**src/bnpt_pkg.sv**
```systemverilog
// bnpt_pkg: shared types and constants for the bus node poll table
// command codes, word structs, sequencer states and slot sizing
// no dependencies
`default_nettype none

package bnpt_pkg;

	// slot count and derived widths
	localparam int SLOTS = 16;
	localparam int IDX_W = (SLOTS > 1) ? $clog2(SLOTS) : 1;
	localparam int SS_W  = $clog2(SLOTS + 1);
	localparam int RES_W = 5;

	// entry and config reset values
	localparam logic [7:0] CD_RESET = 8'hFF;
	localparam logic [7:0] FC_RESET = 8'h00;
	localparam logic [7:0] MAX_ERR_RESET = 8'd3;

	// command codes
	localparam logic [2:0] CMD_FIND_FREE  = 3'd0;
	localparam logic [2:0] CMD_ADD        = 3'd1;
	localparam logic [2:0] CMD_CLEAR      = 3'd2;
	localparam logic [2:0] CMD_PING_FAIL  = 3'd3;
	localparam logic [2:0] CMD_SET_PERIOD = 3'd4;
	localparam logic [2:0] CMD_TICK       = 3'd5;
	localparam logic [2:0] CMD_NEXT_PING  = 3'd6;

	typedef struct packed {
		logic [2:0] cmd;
		logic [7:0] node_addr;
		logic [7:0] period;
	} in_word_t;

	typedef struct packed {
		logic [RES_W-1:0] result_addr;
		logic             ok;
		logic             bad_addr;
	} out_word_t;

	typedef enum logic [2:0] {
		ST_IDLE,
		ST_RMW,
		ST_TICK,
		ST_SCAN,
		ST_FIN
	} state_t;

endpackage

`default_nettype wire

```
**src/bus_node_poll_table.sv**
```systemverilog
// bus_node_poll_table: node slot table with countdown polling
// one command word in, one result word out; slot state in sync memory, registered read
// depends on bnpt_pkg
//
// channel   direction  handshake              payload
// in        input      in_valid / in_ready    bnpt_pkg::in_word_t
// out       output     out_valid / out_ready  bnpt_pkg::out_word_t
// cfg       input      cfg_we                 cfg_wdata (max_ping_errors)
//
// find_free, bad address, unknown, idle next_ping: accept, then the result stage.
// add, clear, ping fail, set_period: memory read, modify, write (add: used bit only).
// tick: every memory entry walked, one per cycle.
// pending next_ping: walks entries, stops at the first zero countdown.
// reset clears the entry valid bits; unwritten entries read as countdown 0xFF, fail 0.
// a stalled output holds its word; the next command is taken and waits at its end.
`default_nettype none

module bus_node_poll_table (
	input  wire                       clk,
	input  wire                       arst_n,
	input  wire                       in_valid,
	output logic                      in_ready,
	input  wire bnpt_pkg::in_word_t   in_data,
	output logic                      out_valid,
	input  wire                       out_ready,
	output bnpt_pkg::out_word_t       out_data,
	input  wire                       cfg_we,
	input  wire  [7:0]                cfg_wdata
);

	typedef struct packed {
		logic [7:0] cd;
		logic [7:0] fc;
	} entry_t;

	// slot memory and its entry valid bits
	entry_t mem [bnpt_pkg::SLOTS];
	logic [bnpt_pkg::SLOTS-1:0] vld_q;
	logic [bnpt_pkg::SLOTS-1:0] used_q, used_d;

	entry_t rd_data_q;
	logic   rd_vld_q;
	logic   rd_en;
	logic [bnpt_pkg::IDX_W-1:0] rd_idx;
	logic   wr_en;
	logic [bnpt_pkg::IDX_W-1:0] wr_idx;
	entry_t wr_data;

	bnpt_pkg::state_t state_q, state_d;
	logic [7:0] max_err_q;
	logic [2:0] cmd_q, cmd_d;
	logic [7:0] per_q, per_d;
	logic [bnpt_pkg::IDX_W-1:0] cur_idx_q, cur_idx_d;
	logic [bnpt_pkg::IDX_W-1:0] k_q, k_d;
	logic [bnpt_pkg::SS_W-1:0] res_q, res_d;
	logic ok_q, ok_d, bad_q, bad_d;
	logic pending_q, pending_d;
	logic [bnpt_pkg::SS_W-1:0] sstart_q, sstart_d;

	logic out_valid_q;
	bnpt_pkg::out_word_t out_q;
	logic out_load;

	// combinational helpers
	logic accept;
	logic addr_bad;
	logic [bnpt_pkg::IDX_W-1:0] in_idx;
	logic [bnpt_pkg::IDX_W-1:0] scan_start;
	logic [bnpt_pkg::IDX_W-1:0] next_idx;
	logic [bnpt_pkg::SS_W-1:0] first_free;
	logic [7:0] cur_cd, cur_fc, fc_inc;
	logic walk_last;

	assign accept   = in_valid && in_ready;
	assign addr_bad = (in_data.node_addr == 8'd0) ||
		(in_data.node_addr > 8'(bnpt_pkg::SLOTS));
	assign in_idx   = bnpt_pkg::IDX_W'(in_data.node_addr - 8'd1);
	assign scan_start = (sstart_q >= bnpt_pkg::SS_W'(bnpt_pkg::SLOTS)) ? '0 :
		bnpt_pkg::IDX_W'(sstart_q);
	assign next_idx = (cur_idx_q == bnpt_pkg::IDX_W'(bnpt_pkg::SLOTS - 1)) ? '0 :
		cur_idx_q + 1'b1;
	assign walk_last = (k_q == bnpt_pkg::IDX_W'(bnpt_pkg::SLOTS - 1));

	// entry fields as read, with unwritten entries at their reset values
	assign cur_cd = rd_vld_q ? rd_data_q.cd : bnpt_pkg::CD_RESET;
	assign cur_fc = rd_vld_q ? rd_data_q.fc : bnpt_pkg::FC_RESET;
	assign fc_inc = (cur_fc == 8'hFF) ? cur_fc : cur_fc + 8'd1;

	// lowest free address over the used bits
	always_comb begin
		first_free = '0;
		for (int i = bnpt_pkg::SLOTS - 1; i >= 0; i--) begin
			if (!used_q[i]) begin
				first_free = bnpt_pkg::SS_W'(i + 1);
			end
		end
	end

	// state register
	always_ff @(posedge clk or negedge arst_n) begin
		if (!arst_n) begin
			state_q <= bnpt_pkg::ST_IDLE;
		end else begin
			state_q <= state_d;
		end
	end

	// sequencer: next state, memory control and next register values
	always_comb begin
		state_d   = state_q;
		in_ready  = 1'b0;
		rd_en     = 1'b0;
		rd_idx    = '0;
		wr_en     = 1'b0;
		wr_idx    = cur_idx_q;
		wr_data   = '{cd: cur_cd, fc: cur_fc};
		used_d    = used_q;
		cmd_d     = cmd_q;
		per_d     = per_q;
		cur_idx_d = cur_idx_q;
		k_d       = k_q;
		res_d     = res_q;
		ok_d      = ok_q;
		bad_d     = bad_q;
		pending_d = pending_q;
		sstart_d  = sstart_q;
		out_load  = 1'b0;
		case (state_q)
			bnpt_pkg::ST_IDLE: begin
				in_ready = 1'b1;
				if (accept) begin
					cmd_d = in_data.cmd;
					per_d = in_data.period;
					res_d = '0;
					ok_d  = 1'b1;
					bad_d = 1'b0;
					state_d = bnpt_pkg::ST_FIN;
					case (in_data.cmd)
						bnpt_pkg::CMD_ADD, bnpt_pkg::CMD_CLEAR,
						bnpt_pkg::CMD_PING_FAIL, bnpt_pkg::CMD_SET_PERIOD: begin
							if (addr_bad) begin
								ok_d  = 1'b0;
								bad_d = 1'b1;
							end else begin
								rd_en     = 1'b1;
								rd_idx    = in_idx;
								cur_idx_d = in_idx;
								state_d   = bnpt_pkg::ST_RMW;
							end
						end
						bnpt_pkg::CMD_FIND_FREE: begin
							res_d = first_free;
						end
						bnpt_pkg::CMD_TICK: begin
							rd_en     = 1'b1;
							rd_idx    = '0;
							cur_idx_d = '0;
							k_d       = '0;
							state_d   = bnpt_pkg::ST_TICK;
						end
						bnpt_pkg::CMD_NEXT_PING: begin
							if (pending_q) begin
								rd_en     = 1'b1;
								rd_idx    = scan_start;
								cur_idx_d = scan_start;
								k_d       = '0;
								state_d   = bnpt_pkg::ST_SCAN;
							end
						end
						default: begin
							ok_d = 1'b0;
						end
					endcase
				end
			end
			bnpt_pkg::ST_RMW: begin
				state_d = bnpt_pkg::ST_FIN;
				case (cmd_q)
					bnpt_pkg::CMD_ADD: begin
						ok_d = !used_q[cur_idx_q];
						used_d[cur_idx_q] = 1'b1;
					end
					bnpt_pkg::CMD_CLEAR: begin
						used_d[cur_idx_q] = 1'b0;
						wr_en   = 1'b1;
						wr_data = '{cd: bnpt_pkg::CD_RESET, fc: bnpt_pkg::FC_RESET};
					end
					bnpt_pkg::CMD_PING_FAIL: begin
						wr_en = 1'b1;
						if (fc_inc >= max_err_q) begin
							used_d[cur_idx_q] = 1'b0;
							wr_data = '{cd: bnpt_pkg::CD_RESET, fc: bnpt_pkg::FC_RESET};
						end else begin
							wr_data = '{cd: cur_cd, fc: fc_inc};
						end
					end
					bnpt_pkg::CMD_SET_PERIOD: begin
						if (per_q != 8'd0) begin
							wr_en   = 1'b1;
							wr_data = '{cd: per_q, fc: bnpt_pkg::FC_RESET};
						end else begin
							ok_d = 1'b0;
						end
					end
					default: begin
						ok_d = 1'b0;
					end
				endcase
			end
			bnpt_pkg::ST_TICK: begin
				// decrement live countdowns, one entry a cycle
				if (used_q[cur_idx_q] && cur_cd != 8'd0) begin
					wr_en   = 1'b1;
					wr_data = '{cd: cur_cd - 8'd1, fc: cur_fc};
					if (cur_cd == 8'd1) begin
						pending_d = 1'b1;
					end
				end
				if (walk_last) begin
					state_d = bnpt_pkg::ST_FIN;
				end else begin
					rd_en     = 1'b1;
					rd_idx    = cur_idx_q + 1'b1;
					cur_idx_d = cur_idx_q + 1'b1;
					k_d       = k_q + 1'b1;
				end
			end
			bnpt_pkg::ST_SCAN: begin
				// circular search for a zero countdown
				if (cur_cd == 8'd0) begin
					res_d    = bnpt_pkg::SS_W'(cur_idx_q) + 1'b1;
					sstart_d = bnpt_pkg::SS_W'(cur_idx_q) + 1'b1;
					state_d  = bnpt_pkg::ST_FIN;
				end else if (walk_last) begin
					pending_d = 1'b0;
					state_d   = bnpt_pkg::ST_FIN;
				end else begin
					rd_en     = 1'b1;
					rd_idx    = next_idx;
					cur_idx_d = next_idx;
					k_d       = k_q + 1'b1;
				end
			end
			bnpt_pkg::ST_FIN: begin
				if (!out_valid_q || out_ready) begin
					out_load = 1'b1;
					state_d  = bnpt_pkg::ST_IDLE;
				end
			end
			default: begin
				state_d = bnpt_pkg::ST_IDLE;
			end
		endcase
	end

	// slot memory: one read and one write port, registered read data
	always_ff @(posedge clk) begin
		if (wr_en) begin
			mem[wr_idx] <= wr_data;
		end
		if (rd_en) begin
			rd_data_q <= mem[rd_idx];
		end
	end

	// entry valid bits, read alongside the memory
	always_ff @(posedge clk or negedge arst_n) begin
		if (!arst_n) begin
			vld_q    <= '0;
			rd_vld_q <= 1'b0;
		end else begin
			if (wr_en) begin
				vld_q[wr_idx] <= 1'b1;
			end
			if (rd_en) begin
				rd_vld_q <= vld_q[rd_idx];
			end
		end
	end

	// control state
	always_ff @(posedge clk or negedge arst_n) begin
		if (!arst_n) begin
			used_q      <= '0;
			pending_q   <= 1'b0;
			sstart_q    <= '0;
			max_err_q   <= bnpt_pkg::MAX_ERR_RESET;
			out_valid_q <= 1'b0;
		end else begin
			used_q    <= used_d;
			pending_q <= pending_d;
			sstart_q  <= sstart_d;
			if (cfg_we) begin
				max_err_q <= cfg_wdata;
			end
			if (out_load) begin
				out_valid_q <= 1'b1;
			end else if (out_ready) begin
				out_valid_q <= 1'b0;
			end
		end
	end

	// command and result registers
	always_ff @(posedge clk) begin
		cmd_q     <= cmd_d;
		per_q     <= per_d;
		cur_idx_q <= cur_idx_d;
		k_q       <= k_d;
		res_q     <= res_d;
		ok_q      <= ok_d;
		bad_q     <= bad_d;
		if (out_load) begin
			out_q.result_addr <= bnpt_pkg::RES_W'(res_q);
			out_q.ok          <= ok_q;
			out_q.bad_addr    <= bad_q;
		end
	end

	assign out_valid = out_valid_q;
	assign out_data  = out_q;

endmodule

`default_nettype wire

```
**config.mk**
```make
export PLATFORM = sky130hd
export DESIGN_NAME = bus_node_poll_table
export DESIGN_NICKNAME = d
export VERILOG_FILES = /design/src/bnpt_pkg.sv /design/src/bus_node_poll_table.sv
export SDC_FILE = /design/constraint.sdc
export NUM_CORES = 1
export LEC_CHECK = 0
export ABC_CLOCK_PERIOD_IN_PS = 6200
export BUFFER_PORTS_ARGS = -buffer_cell sky130_fd_sc_hd__clkbuf_2
export CORE_MARGIN = 1.5
export CORE_UTILIZATION = 62
export CTS_CLUSTER_SIZE = 30
export DETAILED_ROUTE_END_ITERATION = 10
export PLACE_DENSITY = 0.89
export SYNTH_ARGS = -nofsm -noshare
export SYNTH_HDL_FRONTEND = slang
export SYNTH_SLANG_ARGS = --single-unit
```
**constraint.sdc**
```tcl
create_clock -name clk -period 6.2 [get_ports clk]
set_input_delay 1.24 -clock clk [delete_from_list [all_inputs] [get_ports clk]]
set_output_delay 1.24 -clock clk [all_outputs]
set_load 0.1 [all_outputs]
```
==> results of run 1 <==
==> registers in the layout, summed over array words and instances, names as in the netlist, named ones only <==
signal / count
bad_q: 1
cmd_q: 3
cur_idx_q: 4
k_q: 4
max_err_q: 8
mem: 256
ok_q: 1
out_data: 7
out_valid: 1
pending_q: 1
per_q: 8
rd_data_q: 16
rd_vld_q: 1
res_q: 5
sstart_q: 5
state_q: 3
vld_q: 16
==> path summary, 6_finish.rpt <==
kind	slack, ps	startpoint	end
setup / recovery	950	rd_vld_q	mem[1][14]
hold / removal	420	res_q[1]	out_data[3]
setup reg to reg	950	rd_vld_q	mem[1][14]
hold reg to reg	420	res_q[1]	out_data[3]
max in group asynchronous	4870	arst_n	max_err_q[6]
min in group asynchronous	840	arst_n	async pin
==> cells in the final DEF (no fill, tap or decap), drive strengths merged, types with 36 or more instances in the layout <==
cell type	count
nor2b	40
nand2	122
a211oi	74
mux2i	42
mux2	36
dfrtp	49
nor2	57
a31oi	38
and2	40
clkbuf	85
o21ai	40
edfxtp	305
==> cells by family (layout without fill, tap and decap cells) <==
| family | Yosys count | after routing | share of synthesized area [%] |
|---|---|---|---|
| multiplexers | 83 | 83 | 5.88 |
| AND/OR/NAND/NOR | 373 | 373 | 11.9 |
| AO/OA/AOI/OAI | 272 | 272 | 12.1 |
| flip-flops | 356 | 356 | 65.4 |
| buffers and inverters | 101 | 160 | 2.83 |
| adder cells (fa/ha/maj) | 17 | 17 | 1.33 |
| XOR/XNOR | 10 | 10 | 0.549 |
==> stage by stage <==
step / setup WS, ps / util (%) / power, uW / hold slack [ps]
floorplan: 1850 / - / 3860 / 400
global placement: 1320 / 65.6 / 4160 / 402
detailed placement: 1130 / 65.6 / 4200 / 407
CTS: 1090 / 70.0 / 6280 / 420
global route: 433 / 70.0 / 6480 / 433
finish: 947 / 70.0 / 6300 / 419
==> cell usage after synthesis, types with 6 or more instances <==
library cell / instances / area (um2)
nor2b_1: 40 / 250
inv_1: 26 / 97.6
mux2i_1: 42 / 420
o32ai_1: 17 / 149
nand4_1: 13 / 81.3
nand3_1: 27 / 135
a21oi_1: 23 / 115
buf_2: 16 / 80.1
o21ai_0: 39 / 195
edfxtp_1: 305 / 9160
or2_2: 6 / 37.5
clkbuf_1: 45 / 169
dfrtp_1: 49 / 1230
o21bai_1: 15 / 113
o22ai_1: 8 / 50.1
nor3_1: 20 / 100
buf_6: 6 / 67.6
nand2_1: 121 / 454
mux2_2: 36 / 405
ha_1: 17 / 213
a221o_1: 16 / 160
buf_1: 6 / 22.5
nor2_1: 56 / 210
a211oi_1: 73 / 548
o31ai_1: 7 / 52.6
xnor2_1: 6 / 52.6
and2_1: 40 / 250
nand2b_1: 15 / 93.8
a31oi_1: 38 / 238
==> metal layers <==
layer	up-vias	track usage, %	routed length, um	share of wire (%)
li1	4696	-	-	-
met1	5236	37.9	14700	38
met2	610	48.1	18700	49
met3	127	4.90	3480	9.0
met4	0	13.6	1730	4.5
met5	-	0	0	0
==> area by class of cell <==
type	count	area [um2]
Sequential cell	356	10400
Fill cell	1573	7550
Multi-Input combinational cell	755	5100
Clock buffer	45	923
Timing Repair Buffer	72	465
Tap cell	330	413
Clock inverter	17	196
Inverter	26	97.6
==> worst max-delay path, delay by kind of cell (launching register included) <==
kind / cells / cell delay [ps]
simple gates: 6 / 1590
mux: 1 / 440
flops: 1 / 710
compound gates: 5 / 1630
fa+ha+maj: 2 / 510
==> power by group through the flow <==
stage | clock, uW | combinational, uW | sequential (uW)
final | 2100 | 1220 | 2980
after global routing | 2190 | 1300 | 2990
after CTS | 2110 | 1200 | 2970
after detailed placement | 0 | 1180 | 3020
after global placement | 0 | 1140 | 3020
after floorplan | 0 | 806 | 3060
==> key figures, run 1 <==
Floorplanning
  – Initial Util: 63.3%
  – Die width: 163 um
  – IO Pins: 41
  – Die ar.: 26700 um2
  – Height of the die: 163 um
  – Area of the core: 25200 um2
  – # rows: 58

Clock tree
  – Clock transition at path regs: 60 ps
  – Setup repair bufs after CTS: 0
  – Clock Latency Late Sink: 530 ps
  – CTS tree: built
  – H-tree levels: 2
  – Post_cts resized: 0
  – Post-CTS Hold Buffers: 0
  – Max clock buf depth: 3
  – Num CTS Buffers: 35
  – Root buffer cell: clkbuf_16
  – Sink Count: 356

Worst setup path
  – Worst EP required: 6350 ps
  – Critical path class: flop to flop
  – Worst-case reg-to-reg path depth: 14
  – Critical path launch point type: flop
  – Largest stage delay on the critical path: 980 ps
  – CP Capture Type: flop
  – CP Cell Sequence: and2_1, ha_1, nand4_1, nor2_1, nand4_1, mux2_2, ha_1, a21oi_1, nor2b_1, o2111ai_1, a22o_1, nor3_1, o22ai_1, a31oi_1
  – Arrival @ worst endpoint: 5400 ps
  – Max Fanout on Critical Path: 19
  – Slowest cell on the critical path: a31oi_1

Min path
  – Hold Crit Depth: 0
  – Classification of the worst-slack hold path: flop to flop

Routing
  – Drt pass-1 iters: 6
  – Avg Vias per Cell: 6.66
  – Post-route ant nets: 0
  – DR iter-0 viols: 1574
  – Mean routed wirelength per cell: 24.1 um
  – # DRC: 0
  – Post-Route WL: 38600 um
  – DR vias: 10669

Timing
  – Hold Vio Cnt, Final: 0
  – Final Cycle Share: 84.7%
  – Final TNS setup: 0 ps
  – Worst-margin pin slew: 1370 ps
  – Clk_skew: 20.7 ps
  – Final setup violation count: 0
  – Slew HR: 8.78%
  – RSZ-0062 raised after global routing: false
  – Fin. max-slew vios: 0
  – Fin crit period: 5250 ps
  – F_max: 190 MHz

Power
  – Pwr per Cell Area: 357 nW/um2
  – Sw Share: 29.5%
  – Leakage: 0.00610 uW
  – Comb pwr share: 19.4%
  – Clock group share of total power: 33.3%
  – VDD IR max: 282 uV
  – Psw: 1860 uW
  – Cell Int Power: 4440 uW
  – Sequential group share of total power: 47.3%

Place
  – Placed wire-length estimate: 22500 um
  – DP Area: 16500 um2
  – Placer congestion estimate: 0.916
  – Placed Cells: 1539
  – Number of buffers added on ports: 40

Logic synthesis
  – Cell variety after synth: 72
  – Synth warn: 0
  – Synth Cell Area: 15900 um2
  – Share of flip-flops with an asynchronous set or reset: 14.3%
  – Seq/Total Area, Yosys: 65.4%
  – Top_reg_cell synth: edfxtp_1
  – Average size of a mapped cell: 13.2 um2
  – Synthesized flop and latch total: 356
  – Synth Instances: 1212
  – Syn Nets: 1261
  – EDFF count, synth: 305

Global routing
  – Largest net degree at the start of global routing: 150
  – Antenna violations before repair: 0
  – Total track usage: 29.2%
  – GRT overflow: 0
  – Vias in the first global route: 10520
  – Global-route wire length before repair: 58100 um

Cells and area
  – Share of cells above drive strength 1: 14.8%
  – Area growth, synth to finish: 10.6%
  – Fin area: 17600 um2
  – NumNets Final: 1295
  – Post-Layout Cell Count: 1601
  – N_diodes: 0

Status
  – Outcome: completed

Flow run
  – Max Cap Viol: 0
Power figures use the tool's default switching activity.
==> inputs of run 2 (changes only) <==
--- a/config.mk
+++ b/config.mk
@@ -5,13 +5,14 @@
 export SDC_FILE = /design/constraint.sdc
 export NUM_CORES = 1
 export LEC_CHECK = 0
-export ABC_CLOCK_PERIOD_IN_PS = 6200
+export ABC_AREA = 1
+export ABC_CLOCK_PERIOD_IN_PS = 4400
 export BUFFER_PORTS_ARGS = -buffer_cell sky130_fd_sc_hd__clkbuf_2
 export CORE_MARGIN = 1.5
-export CORE_UTILIZATION = 62
+export CORE_UTILIZATION = 57
 export CTS_CLUSTER_SIZE = 30
 export DETAILED_ROUTE_END_ITERATION = 10
-export PLACE_DENSITY = 0.89
+export PLACE_DENSITY = 0.87
 export SYNTH_ARGS = -nofsm -noshare
 export SYNTH_HDL_FRONTEND = slang
 export SYNTH_SLANG_ARGS = --single-unit
==> constraint.sdc (replaced) <==
create_clock -name clk -period 4.4 [get_ports clk]
set_input_delay 0.88 -clock clk [delete_from_list [all_inputs] [get_ports clk]]
set_output_delay 0.88 -clock clk [all_outputs]
set_load 0.1 [all_outputs]
==> run 2 against run 1 <==
Utilization decreased by 4.8 points. Sequential share of layout area is 2.1 points lower. Worst hold slack lost 5.1 ps. Register-to-register slack got worse by 370 ps. Critical path depth increased by 2. Worst setup slack got worse by 370 ps. Routed wire length is 11% higher. Clock-buffer cell count stayed put. Non-clock buffer count rose by 28. Die area up 11%. Sequential power increased by 38%. Combinational power is 20% higher.
==> key figures, run 2 <==
Power
  – VDD IR max: 255 uV
  – Psw: 2490 uW
  – Sw Share: 29.1%
  – Clock group share of total power: 34.8%
  – Pwr per Cell Area: 468 nW/um2
  – Sequential group share of total power: 48.0%
  – Total power: 8550 uW
  – Leakage: 0.00664 uW
  – Cell Int Power: 6060 uW
  – Comb pwr share: 17.2%

Routing
  – DR iter-0 viols: 2011
  – Post-Route WL: 42900 um
  – Post-route ant nets: 0
  – Drt pass-1 iters: 5
  – DR vias: 12189
  – Avg Vias per Cell: 6.15
  – # DRC: 0
  – Mean routed wirelength per cell: 21.6 um

Min path
  – Classification of the worst-slack hold path: flop to flop

Clock tree
  – Num CTS Buffers: 36
  – Root buffer cell: clkbuf_16
  – Post-CTS Hold Buffers: 0
  – Sink Count: 356
  – Setup repair bufs after CTS: 0
  – Max clock buf depth: 3
  – Clock transition at path regs: 60 ps
  – Post_cts resized: 0
  – CTS tree: built
  – Clock Latency Late Sink: 530 ps
  – H-tree levels: 2

Timing
  – Worst Slack Setup Final: 579 ps
  – Slew HR: 20.4%
  – Fin. max-slew vios: 0
  – Final setup violation count: 0
  – F_max: 262 MHz
  – RSZ-0062 raised after global routing: false
  – Final TNS setup: 0 ps
  – Fin crit period: 3820 ps
  – Final Cycle Share: 86.8%
  – Worst-margin pin slew: 1190 ps
  – Hold Vio Cnt, Final: 0
  – Clk_skew: 22.3 ps

Global routing
  – Largest net degree at the start of global routing: 88
  – Vias in the first global route: 11612
  – Total track usage: 29.7%
  – Global-route wire length before repair: 65300 um
  – Antenna violations before repair: 0
  – GRT overflow: 0

Cells and area
  – Post-Layout Cell Count: 1983
  – Area growth, synth to finish: 12.0%
  – Reg with most FFs: mem
  – Commonest non-fill, non-tap cells in the layout: edfxtp_1 (305), nand2_1 (223), inv_1 (181), o211ai_1 (135), o21ai_0 (119)
  – Post-layout util: 65.2%
  – Max reg flops: 256
  – NumNets Final: 1629
  – Top Registers: mem (256), rd_data_q (16), vld_q (16)
  – Commonest non-fill, non-tap cell in the layout: edfxtp_1
  – N_diodes: 0
  – Share of cells above drive strength 1: 12.8%
  – FILL cells: 2030

Floorplanning
  – Height of the die: 172 um
  – # rows: 61
  – Area of the core: 28000 um2
  – Die width: 172 um
  – Die ar.: 29600 um2
  – IO Pins: 41
  – Initial Util: 58.2%

Logic synthesis
  – Share of flip-flops with an asynchronous set or reset: 14.3%
  – List of most frequent post-synthesis cells: edfxtp_1 (305), nand2_1 (224), inv_1 (181), o211ai_1 (135), o21ai_0 (119)
  – Synth Instances: 1512
  – Synth top area cells: edfxtp_1 (56%), dfrtp_1 (7.5%), o211ai_1 (6.2%)
  – Yosys top cell area share: 56.1%
  – Synthesized flop and latch total: 356
  – Synth warn: 0
  – Cell taking the most area after synthesis: edfxtp_1
  – Syn Nets: 1561
  – Cell variety after synth: 48
  – Synth Cell Area: 16300 um2
  – EDFF count, synth: 305
  – Most numerous cell in the Yosys netlist: edfxtp_1
  – Seq/Total Area, Yosys: 64.0%
  – Average size of a mapped cell: 10.8 um2
  – Top_reg_cell synth: edfxtp_1

Worst setup path
  – Worst EP required: 4470 ps
  – Critical path class: flop to flop
  – Max Fanout on Critical Path: 16
  – CP Capture Type: flop
  – Arrival @ worst endpoint: 3890 ps
  – Critical path launch point type: flop

Place
  – Placed wire-length estimate: 25700 um
  – Place WS: 732 ps
  – Placer congestion estimate: 0.951
  – Placed Cells: 1920
  – Number of buffers added on ports: 40

Flow run
  – Max Cap Viol: 0

Status
  – Outcome: completed
==> run 2: cell types whose count changed in the layout (fill, tap and decap cells not counted), moves of 30 or more <==
cell / change
o21ai_1: +30
mux2i_1: -42
nand2_1: +102
a211oi_1: -72
mux2_2: -35
o211ai_1: +133
inv_1: +155
nor2b_1: -38
a21oi_1: +79
a31oi_1: -35
nand3_1: +49
o21ai_0: +81
and2_1: -39
==> run 2: kinds of logic after synthesis <==
kind of cell             Yosys count  synth area share [%]
adder cells (fa/ha/maj)           17                  1.30
buffers and inverters            269                  6.91
XOR/XNOR                          13                 0.698
multiplexers                       1                0.0690
AO/OA/AOI/OAI                    420                  15.6
AND/OR/NAND/NOR                  436                  11.5
flip-flops                       356                  64.0
==> run 2: path summary, 6_finish.rpt <==
kind | start | end | slack (ps) | cells after the start
min in group asynchronous | arst_n | async pin | 500 | 2
max in group asynchronous | arst_n | max_err_q[7] | 3430 | 2
hold / removal | res_q[1] | out_data[3] | 410 | 0
setup / recovery | rd_vld_q | mem[14][14] | 580 | 16
setup reg to reg | rd_vld_q | mem[14][14] | 580 | 16
hold reg to reg | res_q[1] | out_data[3] | 410 | 0
==> run 2: layout make-up <==
type | instances | area, um2 | share of cell area (%)
clock inverters | 18 | 169 | 0.924
repair buffers | 100 | 688 | 3.77
multi-input cells | 887 | 4810 | 26.3
clock buffers | 45 | 956 | 5.23
well taps | 378 | 473 | 2.59
inverters | 199 | 747 | 4.09
flip-flops and latches | 356 | 10400 | 57.1
==> run 2: routing by layer <==
metal | track usage [%] | up-vias | part of all wire (%)
met5 | 0 | - | 0
met4 | 12.9 | 0 | 4.2
met3 | 5.38 | 143 | 11
met2 | 47.3 | 748 | 46
met1 | 40.1 | 5790 | 39
li1 | - | 5508 | -
==> run 2: stage by stage <==
| step | area [um2] | hold slack, ps |
|---|---|---|
| 6_report | 18300 | 414 |
| 2_1_floorplan | 16300 | 400 |
| 3_3_place_gp | 17200 | 402 |
| 5_1_grt | 18300 | 430 |
| 3_5_place_dp | 17200 | 405 |
| 4_1_cts | 18300 | 417 |
==> run 2: power groups by stage <==
stage                     registers [uW]  logic [uW]  clock network [uW]
after floorplan                     4310         850                   0
after global routing                4120        1610                3120
after global placement              4160        1420                   0
after detailed placement            4160        1450                   0
after CTS                           4100        1460                3000
final                               4100        1470                2980
==> run 2: critical path, cell delays in order (launching register included) <==
cell,delay (ps)
dfrtp_1,470
nand2_1,180
inv_1,110
ha_1,190
nand2_1,70
nor2_1,170
nand4_1,180
nand4_1,130
xor2_1,180
inv_1,60
ha_1,290
a21oi_1,160
o21a_1,130
nand4_1,120
buf_4,210
o221ai_1,220
o211ai_1,500
==> inputs of run 3 (changes only) <==
--- a/config.mk
+++ b/config.mk
@@ -5,14 +5,14 @@
 export SDC_FILE = /design/constraint.sdc
 export NUM_CORES = 1
 export LEC_CHECK = 0
-export ABC_AREA = 1
 export ABC_CLOCK_PERIOD_IN_PS = 4400
 export BUFFER_PORTS_ARGS = -buffer_cell sky130_fd_sc_hd__clkbuf_2
 export CORE_MARGIN = 1.5
-export CORE_UTILIZATION = 57
+export CORE_UTILIZATION = 56
 export CTS_CLUSTER_SIZE = 30
 export DETAILED_ROUTE_END_ITERATION = 10
-export PLACE_DENSITY = 0.87
+export HOLD_SLACK_MARGIN = 0.12
+export PLACE_DENSITY = 0.86
 export SYNTH_ARGS = -nofsm -noshare
 export SYNTH_HDL_FRONTEND = slang
 export SYNTH_SLANG_ARGS = --single-unit
==> run 3 against run 2 <==
Power grew 4.1%. Largest power group unchanged. Worst setup slack lost 230 ps. Via count shrank 13%. Critical path type unchanged.
==> key figures, run 3 (synthesis gave the netlist of run 1 again) <==
Clock tree
  – CTS tree: built
  – Clock transition at path regs: 60 ps
  – Setup repair bufs after CTS: 0
  – Sink Count: 356
  – Clock Latency Late Sink: 530 ps
  – Post-CTS Hold Buffers: 0
  – Max clock buf depth: 3
  – Post_cts resized: 0
  – Root buffer cell: clkbuf_16
  – H-tree levels: 2
  – Num CTS Buffers: 36

Timing
  – RSZ-0062 raised after global routing: false
  – Slew HR: 37.5%
  – Worst-margin pin slew: 936 ps
  – Fin. max-slew vios: 0
  – Worst Slack Setup Final: 347 ps
  – Fin crit period: 4050 ps
  – Final TNS setup: 0 ps
  – F_max: 247 MHz
  – Final Cycle Share: 92.1%
  – Clk_skew: 17.4 ps
  – Hold Vio Cnt, Final: 0
  – Final setup violation count: 0

Global routing
  – GRT overflow: 0
  – Global-route wire length before repair: 57800 um
  – Total track usage: 26.0%
  – Antenna violations before repair: 0
  – Vias in the first global route: 10212
  – Largest net degree at the start of global routing: 84

Power
  – Leakage: 0.00626 uW
  – VDD IR max: 439 uV
  – Pwr per Cell Area: 497 nW/um2

Flow run
  – Max Cap Viol: 0

Cells and area
  – Area growth, synth to finish: 12.4%
  – N_diodes: 0
  – Max reg flops: 256
  – Commonest non-fill, non-tap cells in the layout: edfxtp_1 (305), nand2_1 (121), a211oi_1 (73), nor2_1 (56), buf_4 (52)
  – Reg with most FFs: mem
  – Top Registers: mem (256), rd_data_q (16), vld_q (16)
  – FILL cells: 1975
  – Commonest non-fill, non-tap cell in the layout: edfxtp_1
  – Area of the multi-input gates: 5080 um2
  – FF/Latch Area: 10400 um2
  – Fin area: 17900 um2
  – Share of cells above drive strength 1: 16.2%
  – NumNets Final: 1322

Routing
  – Post-route ant nets: 0
  – # DRC: 0
  – Avg Vias per Cell: 6.34
  – Drt pass-1 iters: 5
  – DR vias: 10628
  – Post-Route WL: 37600 um
  – DRT met1 WL: 14800 um
  – DR iter-0 viols: 1113
  – WL met3: 2980 um
  – DR top layer: met4
  – Mean routed wirelength per cell: 22.5 um
  – DR WL met2: 18500 um

Worst setup path
  – Worst EP required: 4630 ps
  – CP Capture Type: flop
  – Max Fanout on Critical Path: 16
  – Critical path launch point type: flop
  – Worst-case reg-to-reg path depth: 15
  – Arrival @ worst endpoint: 4290 ps
  – Critical path class: flop to flop

Min path
  – Classification of the worst-slack hold path: input pin to async pin

Place
  – Placer congestion estimate: 0.886
  – Place WS: 285 ps
  – DP Area: 16800 um2
  – Placed wire-length estimate: 23300 um
  – Number of buffers added on ports: 40

Floorplanning
  – IO Pins: 41
  – Die width: 172 um
  – Initial Util: 57.1%
  – Height of the die: 172 um
  – Die ar.: 29500 um2
  – # rows: 61
  – Area of the core: 27900 um2

Status
  – Outcome: completed
## run 3: changes by cell type in the layout (fill, tap and decap cells not counted), moves of 30 or more
cell      previous run  this run
o21ai_0            119        38
nand3_1             76        27
mux2i_1              0        42
nand2_1            223       121
inv_1              181        26
o211ai_1           135         2
and2_1               1        40
mux2_2               1        36
a31oi_1              3        38
a21oi_1            102        23
a211oi_1             1        73
o21ai_1             31         1
nor2b_1              0        39
## run 3: area by class of cell
cell class	instances	area share, %
Clock buffer	45	5.27
Multi-Input combinational cell	755	28.4
Tap cell	378	2.64
Sequential cell	356	58.2
Timing Repair Buffer	98	3.97
Clock inverter	18	0.977
Inverter	26	0.545
## run 3: metal layers
layer,track usage [%],up-vias
met5,0,-
met4,10.1,0
met3,4.07,98
met2,44.1,529
met1,33.9,5242
li1,-,4759
## run 3: final timing paths
kind	start	end	slack, ps
setup / recovery	rd_vld_q	mem[3][1]	350
hold / removal	arst_n	async pin	230
setup reg to reg	rd_vld_q	mem[3][1]	350
hold reg to reg	res_q[2]	out_data[4]	410
max in group asynchronous	arst_n	out_valid	3310
min in group clk	res_q[2]	out_data[4]	410
## run 3: worst max-delay path, stage by stage (launching register included)
cell and delay (ps):
dfrtp_1 410, and2_1 230, ha_1 230, nand4_1 110, nor2_1 190, nand4_1 240, nand4_1 190, xor2_1 160
nor2_1 80, ha_1 300, a21o_1 190, a21oi_1 150, a22o_1 230, buf_4 170, and2_1 290, a22o_1 600
## run 3: through the flow
step                total power (uW)  utilization, %  std cells  hold WS [ps]
floorplan                       5440               -       1212           400
global placement                5940            60.2       1613           401
detailed placement              5990            60.2       1613           406
CTS                             8910            64.2       1676           222
global route                    9200            64.2       1676           237
finish                          8900            64.2       1676           225
## run 3: where the power goes
| group | switching [uW] | internal, uW | total [uW] |
|---|---|---|---|
| logic | 1230 | 570 | 1800 |
| clock network | 1240 | 1700 | 2940 |
| registers | 144 | 4020 | 4160 |
